==> src/rtl/cpad_pkg.sv <==
// cpad_pkg: shared widths and the control word that rides along the cell chain
// no dependencies
package cpad_pkg;

  localparam int VALUE_W = 32;
  localparam int COL_W   = 4;
  localparam int SUM_W   = 64;

  typedef struct packed {
    logic valid;
    logic last;
    logic drop;
  } cpad_ctl_t;

endpackage

==> src/rtl/cpad_cell.sv <==
// cpad_cell: one row slot of the chain, holds row INDEX of every column
// reads its stored value, adds the absolute difference, stores the word in its row
// depends on cpad_pkg
module cpad_cell #(
  parameter int MAX_COLS = 16,
  parameter int INDEX    = 0,
  parameter int CW       = 4,
  parameter int FW       = 7
) (
  input  logic                        clk,
  input  logic                        rst,
  input  logic                        adv,
  input  cpad_pkg::cpad_ctl_t         in_ctl,
  input  logic [cpad_pkg::VALUE_W-1:0] in_value,
  input  logic [CW-1:0]               in_col,
  input  logic [FW-1:0]               in_fill,
  input  logic [cpad_pkg::SUM_W-1:0]  in_sum,
  output cpad_pkg::cpad_ctl_t         out_ctl,
  output logic [cpad_pkg::VALUE_W-1:0] out_value,
  output logic [CW-1:0]               out_col,
  output logic [FW-1:0]               out_fill,
  output logic [cpad_pkg::SUM_W-1:0]  out_sum
);
  import cpad_pkg::*;

  localparam logic [FW-1:0] IDX = FW'(INDEX);

  logic [VALUE_W-1:0] mem [MAX_COLS];
  logic [VALUE_W-1:0] rd;

  cpad_ctl_t          a_ctl;
  logic [VALUE_W-1:0] a_value;
  logic [CW-1:0]      a_col;
  logic [FW-1:0]      a_fill;
  logic [SUM_W-1:0]   a_sum;

  logic               use_row;
  logic [VALUE_W-1:0] diff;
  logic [SUM_W-1:0]   sum_next;

  // row storage, read data registered
  always_ff @(posedge clk) begin
    if (adv) begin
      rd <= mem[in_col];
      if (in_ctl.valid && !in_ctl.drop && in_fill == IDX) begin
        mem[in_col] <= in_value;
      end
    end
  end

  always_ff @(posedge clk) begin
    if (rst) begin
      a_ctl   <= '0;
      out_ctl <= '0;
    end else if (adv) begin
      a_ctl   <= in_ctl;
      out_ctl <= a_ctl;
    end
  end

  always_ff @(posedge clk) begin
    if (adv) begin
      a_value   <= in_value;
      a_col     <= in_col;
      a_fill    <= in_fill;
      a_sum     <= in_sum;
      out_value <= a_value;
      out_col   <= a_col;
      out_fill  <= a_fill;
      out_sum   <= sum_next;
    end
  end

  always_comb begin
    use_row  = a_ctl.valid && !a_ctl.drop && (IDX < a_fill);
    diff     = (a_value >= rd) ? (a_value - rd) : (rd - a_value);
    sum_next = a_sum + (use_row ? {{(SUM_W-VALUE_W){1'b0}}, diff} : '0);
  end

endmodule

==> config.mk <==
export PLATFORM = sky130hd
export DESIGN_NAME = cpad_cell
export DESIGN_NICKNAME = d
export VERILOG_FILES = /design/src/rtl/cpad_pkg.sv /design/src/rtl/cpad_cell.sv
export SDC_FILE = /design/constraint.sdc
export NUM_CORES = 1
export LEC_CHECK = 0
export BUFFER_PORTS_ARGS = -buffer_cell sky130_fd_sc_hd__buf_4
export CORE_UTILIZATION = 53
export CTS_BUF_LIST = sky130_fd_sc_hd__clkbuf_8
export DETAILED_ROUTE_END_ITERATION = 8
export PLACE_DENSITY = 0.78
export SYNTH_ARGS = -nofsm -noshare
export SYNTH_HDL_FRONTEND = slang
export SYNTH_SLANG_ARGS = --single-unit
export TNS_END_PERCENT = 10
==> constraint.sdc <==
create_clock -name clk -period 7.4 [get_ports clk]
set_input_delay 2.22 -clock clk [delete_from_list [all_inputs] [get_ports clk]]
set_output_delay 2.22 -clock clk [all_outputs]
set_load 0.01 [all_outputs]
* Word-level counts from Yosys, hierarchy flattened *
Memories as Yosys holds them, arrays and structs flattened. A register that Yosys moved wholly into a read port is not among the register bits.
Cells that the tools add are included.

storage, ports and cells
  register bits = 220
  latch bits = 0
  RAM bits = 512
  memory bits (read-only) = 0
  output and inout bits = 110
  memories = 1

memories
  memory  depth  bits a word  read ports  clocked after memory_dff  wr ports  RTL line         source
  mem     16     32           1           1                         1         cpad_cell.sv:28  logic [VALUE_W-1:0] mem [MAX_COLS];

cells by class
  add/subtract/negate cells = 3
  multipliers = 0
  divide/modulo/power cells = 0
  $lt $le $gt $ge = 2
  equality and inequality tests = 0
  shifts and indexed selects = 0
  multiplexer cells = 5
  bitwise gates (word level) = 0
  reduce and logical (&&, ||, !) cells = 7

operator list
  kind                                                                          number
  64-bit by 32-bit adder with 64-bit output                                     1
  32-bit two-way mux                                                            2
  32-bit subtractor                                                             2
  32-bit >= comparator                                                          1
  7-bit zero test                                                               1
  1-bit by 7-bit less-than comparator with 1-bit output (first input constant)  1
  1-bit logical AND                                                             4
  1-bit two-way mux                                                             3
  1-bit zero test                                                               2

* Logic depth before layout (Yosys ltp) *
  depth in word-level cells = 6
  gate-level depth with buffers = 27

* Least setup slack after synthesis *
Ideal clock, no wire load.

  path type = input-to-reg
  start = input port in_col[0]
  end = memory mem[1][0], enable pin
  library setup time = 0.461 ns
  arrival time = 5.833 ns
  data required time = 6.939 ns
  setup slack = 1.106 ns
  stages on the path = 6
  path buffers = 3
  path through = clkbuf_1 > clkbuf_1 > buf_1 > nand4_1 > or2_2 > nor3_1

RTL lines
  what         RTL line         source
  from (decl)  cpad_cell.sv:15  input logic [CW-1:0] in_col,
  to (decl)    cpad_cell.sv:28

Straight into the memory's write port.

* Final worst setup path *
  start = register a_value[0]
  end = register out_sum[43] (netlist name), data pin

on the way
  longest elaborated chain between the ends = 4
  elaborated cells between the ends (all ways) = 6

RTL lines
  what                                                              RTL line         source
  from (decl)                                                       cpad_cell.sv:32  logic [VALUE_W-1:0] a_value;
  from (signal assigned)                                            cpad_cell.sv:63  a_value <= in_value;
  32-bit subtractor / 32-bit >= comparator (equally long branches)  cpad_cell.sv:76  diff = (a_value >= rd) ? (a_value - rd) : (rd - a_value);
  32-bit two-way mux (*)                                            cpad_cell.sv:76
  32-bit two-way mux (*)                                            cpad_cell.sv:77  sum_next = a_sum + (use_row ? {{(SUM_W-VALUE_W){1'b0}}, diff} : '0);
  64-bit by 32-bit adder with 64-bit output (*)                     cpad_cell.sv:77
  via sum_next[43]                                                  cpad_cell.sv:39  logic [SUM_W-1:0] sum_next;
  to (signal assigned)                                              cpad_cell.sv:70  out_sum <= sum_next;
  to (decl)                                                         cpad_cell.sv:22  output logic [cpad_pkg::SUM_W-1:0] out_sum

Mark *: on every way through the listed nets, which the timed path passes. The rest lies on a longest branch.
A chain may end at the register's enable or synchronous reset.

==> flow_summary_export.csv <==
group,metric,value,unit
cts,cts_tree,"done",
cts,numCtsBuffers,118,
place,portBuffers,222,
setup_path,r2r_start,"a_value[0]$_DFFE_PP_",
cts,post_cts_resized,0,
setup_path,start_kind,"flop",
logic_synthesis,synth_cells,1923,
setup_path,cp.required,7.86,ns
route,via_per_inst,5.917,
floorplan,fp.coreArea,61600,um^2
cts,hold_buffers,0,
route,detail_route.wirelength,76060,um
setup_path,ff2ff_setup_slack,0.89,ns
cells_and_area,area_delta_synth_final,14.64,%
setup_path,crit_type,"flop to flop",
route,drtPass1Iterations,5,
floorplan,die_x,251.5,um
sta,setup_viol,0,
hold_path,hold_path_class,"flop to flop",
logic_synthesis,async_flop_share,0,%
cts,post_cts.repair.setup_buffers,0,
setup_path,r2r_end,"out_sum[43]$_DFFE_PP_",
global_route,grt_util_all_layers,24.23,%
logic_synthesis,synth_area_leaders,"edfxtp_1, mux4_2, ha_1",
run_status,status,"completed",
logic_synthesis,yosys_warnings,0,
setup_path,worstRegToRegCells,22,
route,vias,18610,
power_and_ir_drop,power_density,244.9,nW/um^2
setup_path,end_kind,"flop",
global_route,grt_remaining_overflow,0,
cts,clkLatencyLatePin,0.75,ns
logic_synthesis,synth-seq-cells,764,
sta,slew_headroom,19.79,%
cts,cts-htree-levels,3,
floorplan,initial_utilization,53.57,%
cells_and_area,final_util,61.41,%
power_and_ir_drop,p_leak,0.01366,uW
cells_and_area,num-fill-cells,4336,
sta,finClkSkew,0.05896,ns
sta,worstMarginPinSlew,1.197,ns
hold_path,whs_path_depth,0,
logic_synthesis,seq_area_frac_synth,69.35,%
power_and_ir_drop,ir_drop,0.1447,mV
sta,drv_slew,0,
global_route,antenna_found_initial,4,
sta,max_freq,0.1537,GHz
logic_synthesis,synth_cell_types,79,
floorplan,die_h,251.5,um
logic_synthesis,syn-num-nets,2134,
cells_and_area,final_nets,2426,
hold_path,min-delay-start,"a_col[3]$_DFFE_PP_",
hold_path,min_to,"out_col[3]$_DFFE_PP_",
cells_and_area,drive_gt1_share,25.66,%
logic_synthesis,synth.top_cell.area_share,68.98,%
floorplan,std_cell_rows,91,
sta,rsz0062_at_grt,"no",
setup_path,worstPathArrival,6.96,ns
cts,cts-root-buf,"clkbuf_8",
logic_synthesis,synthesis.area,33000,um^2
sta,final-hold-violation-count,0,
global_route,grt_max_degree,72,
floorplan,ios,223,
power_and_ir_drop,p_total,9263,uW
route,ant_nets,0,
cts,clockBufferDepth,3,
route,drc,0,
sta,period_minus_slack,6.508,ns
route,drtIter0Drc,1663,
global_route,grt_pass1_wl,113900,um
setup_path,cp_max_fo,28,
logic_synthesis,synth_common_cells,"edfxtp_1, mux4_2, a21oi_1",
logic_synthesis,syn_avg_cell_area,17.16,um^2
cts,cts_sinks,764,
logic_synthesis,yosysMostFrequentCell,"edfxtp_1",
run,maxCapViolations,0,
sta,fin_crit_sh,87.94,%
logic_synthesis,synthFlopType,"edfxtp_1",
place,hpwlAfterDp,48410,um
route,wl_per_cell,24.18,um
global_route,grt_pass1_vias,19150,
setup_path,cp-startpoint,"a_value[0]$_DFFE_PP_",
cts,clk_transition_reported_paths,0.06,ns
logic_synthesis,synth_edf_count,758,
logic_synthesis,synth_largest_area_cell,"edfxtp_1",
floorplan,die-area,63260,um^2
place,gp_congestion,0.9822,
sta,setup-tns-final,0,ns
## routing by layer
layer | part of all wire (%) | track usage [%] | vias up
li1 | - | - | 8230
met2 | 49 | 40.03 | 872
met4 | 2.4 | 7.700 | 4
met1 | 39 | 31.83 | 9355
met5 | 0.030 | 0 | -
met3 | 9.0 | 5.881 | 153
## worst max-delay path by stage
| stage | endpoint | slack [ns] | cells after the start |
|---|---|---|---|
| 2_1_floorplan | mem[1][0]$_DFFE_PP_ | 1.11 | 6 |
| 3_3_place_gp | out_sum[60]$_DFFE_PP_ | 1.16 | 22 |
| 3_5_place_dp | out_sum[43]$_DFFE_PP_ | 1.02 | 22 |
| 4_1_cts | out_sum[43]$_DFFE_PP_ | 0.97 | 22 |
| 5_1_grt | out_sum[43]$_DFFE_PP_ | 0.46 | 23 |
| 6_report | out_sum[43]$_DFFE_PP_ | 0.89 | 22 |
## metrics by stage
step	std cells	hold WS (ns)	area, um^2	worst slack, ns
after floorplan	1923	0.4003	33000	1.106
after global placement	2931	0.4024	35690	1.160
after detailed placement	2931	0.4104	35690	1.020
after CTS	3143	0.4250	37810	0.9743
after global routing	3145	0.4408	37820	0.4642
final	3146	0.4178	37830	0.8921
## cells in the final DEF, fill, tap and decap left out, types with 6 or more instances in the layout
cell      netlist  final
clkinv_2        0     12
o211ai_1       14     14
mux2i_1        25     25
o21a_1         14     14
dfxtp_1         6      6
o21bai_1       12     12
and3_1         17     17
o21ai_1         6      6
ha_1           95     95
xor2_1         32     32
edfxtp_1      758    758
nor2_2          0     12
nand2_1        72     72
inv_1          89    138
nand4_1        28     28
clkinv_1        0     24
a21oi_1       103    103
mux4_2        160    160
nor2_1         95     83
nor3_1         19     15
nand2b_1       12     12
clkbuf_8        0    120
a21o_1         41     41
and2_1         10     10
o21ai_0        41     41
xnor2_1        46     46
a31oi_1         7      7
a211oi_1       13     13
buf_4           1    248
nand3_1        26     26
## critical path: stages (launching register included)
cell and delay, ns:
edfxtp_1 0.41, inv_1 0.07, ha_1 0.15, inv_1 0.05
fa_1 0.43, a211oi_2 0.20, nor2_1 0.11, o41ai_4 0.40
a211oi_1 0.19, o21a_1 0.40, nor2_8 0.49, mux2_1 0.38
a31oi_1 0.19, mux2i_1 0.11, ha_1 0.33, inv_1 0.05
o21bai_1 0.30, a211oi_1 0.15, o31a_1 0.41, o31ai_1 0.56
o21ba_2 0.46, nand3_1 0.16, xnor2_1 0.18
## power breakdown
group	total (uW)	leakage, uW	switching, uW	internal, uW
registers	4990	0.00706	75.1	4910
clock network	3150	0.00126	1610	1550
logic	1120	0.00534	650	473
## sequential cells by signal, summed over array words and instances (netlist names)
register and cells:
a_col 4, rd 32, out_value 32, out_fill 7, a_ctl 3, a_sum 64, mem 512, a_value 32
out_col 4, out_ctl 3, a_fill 7, out_sum 64
## cell type report
| type | count | area (um^2) | share of cell area [%] |
|---|---|---|---|
| multi-input cells | 988 | 9479 | 25.06 |
| inverters | 89 | 334.1 | 0.8832 |
| well taps | 837 | 1047 | 2.769 |
| diodes | 2 | 5.005 | 0.01323 |
| clock inverters | 93 | 479.2 | 1.267 |
| repair buffers | 254 | 1962 | 5.187 |
| flip-flops and latches | 764 | 22880 | 60.49 |
| clock buffers | 119 | 1638 | 4.330 |
## cell families after synthesis
| family | Yosys count | share of synthesized area (%) |
|---|---|---|
| DFF | 764 | 69.35 |
| xor gates and xnor gates | 78 | 2.070 |
| adders and majority gates | 98 | 3.784 |
| muxes | 188 | 11.78 |
| and+or+nand+nor | 318 | 4.755 |
| buffers and inverters | 171 | 2.074 |
| AOI/OAI and AO/OA | 306 | 6.185 |
(Power assumes the default switching activity.)
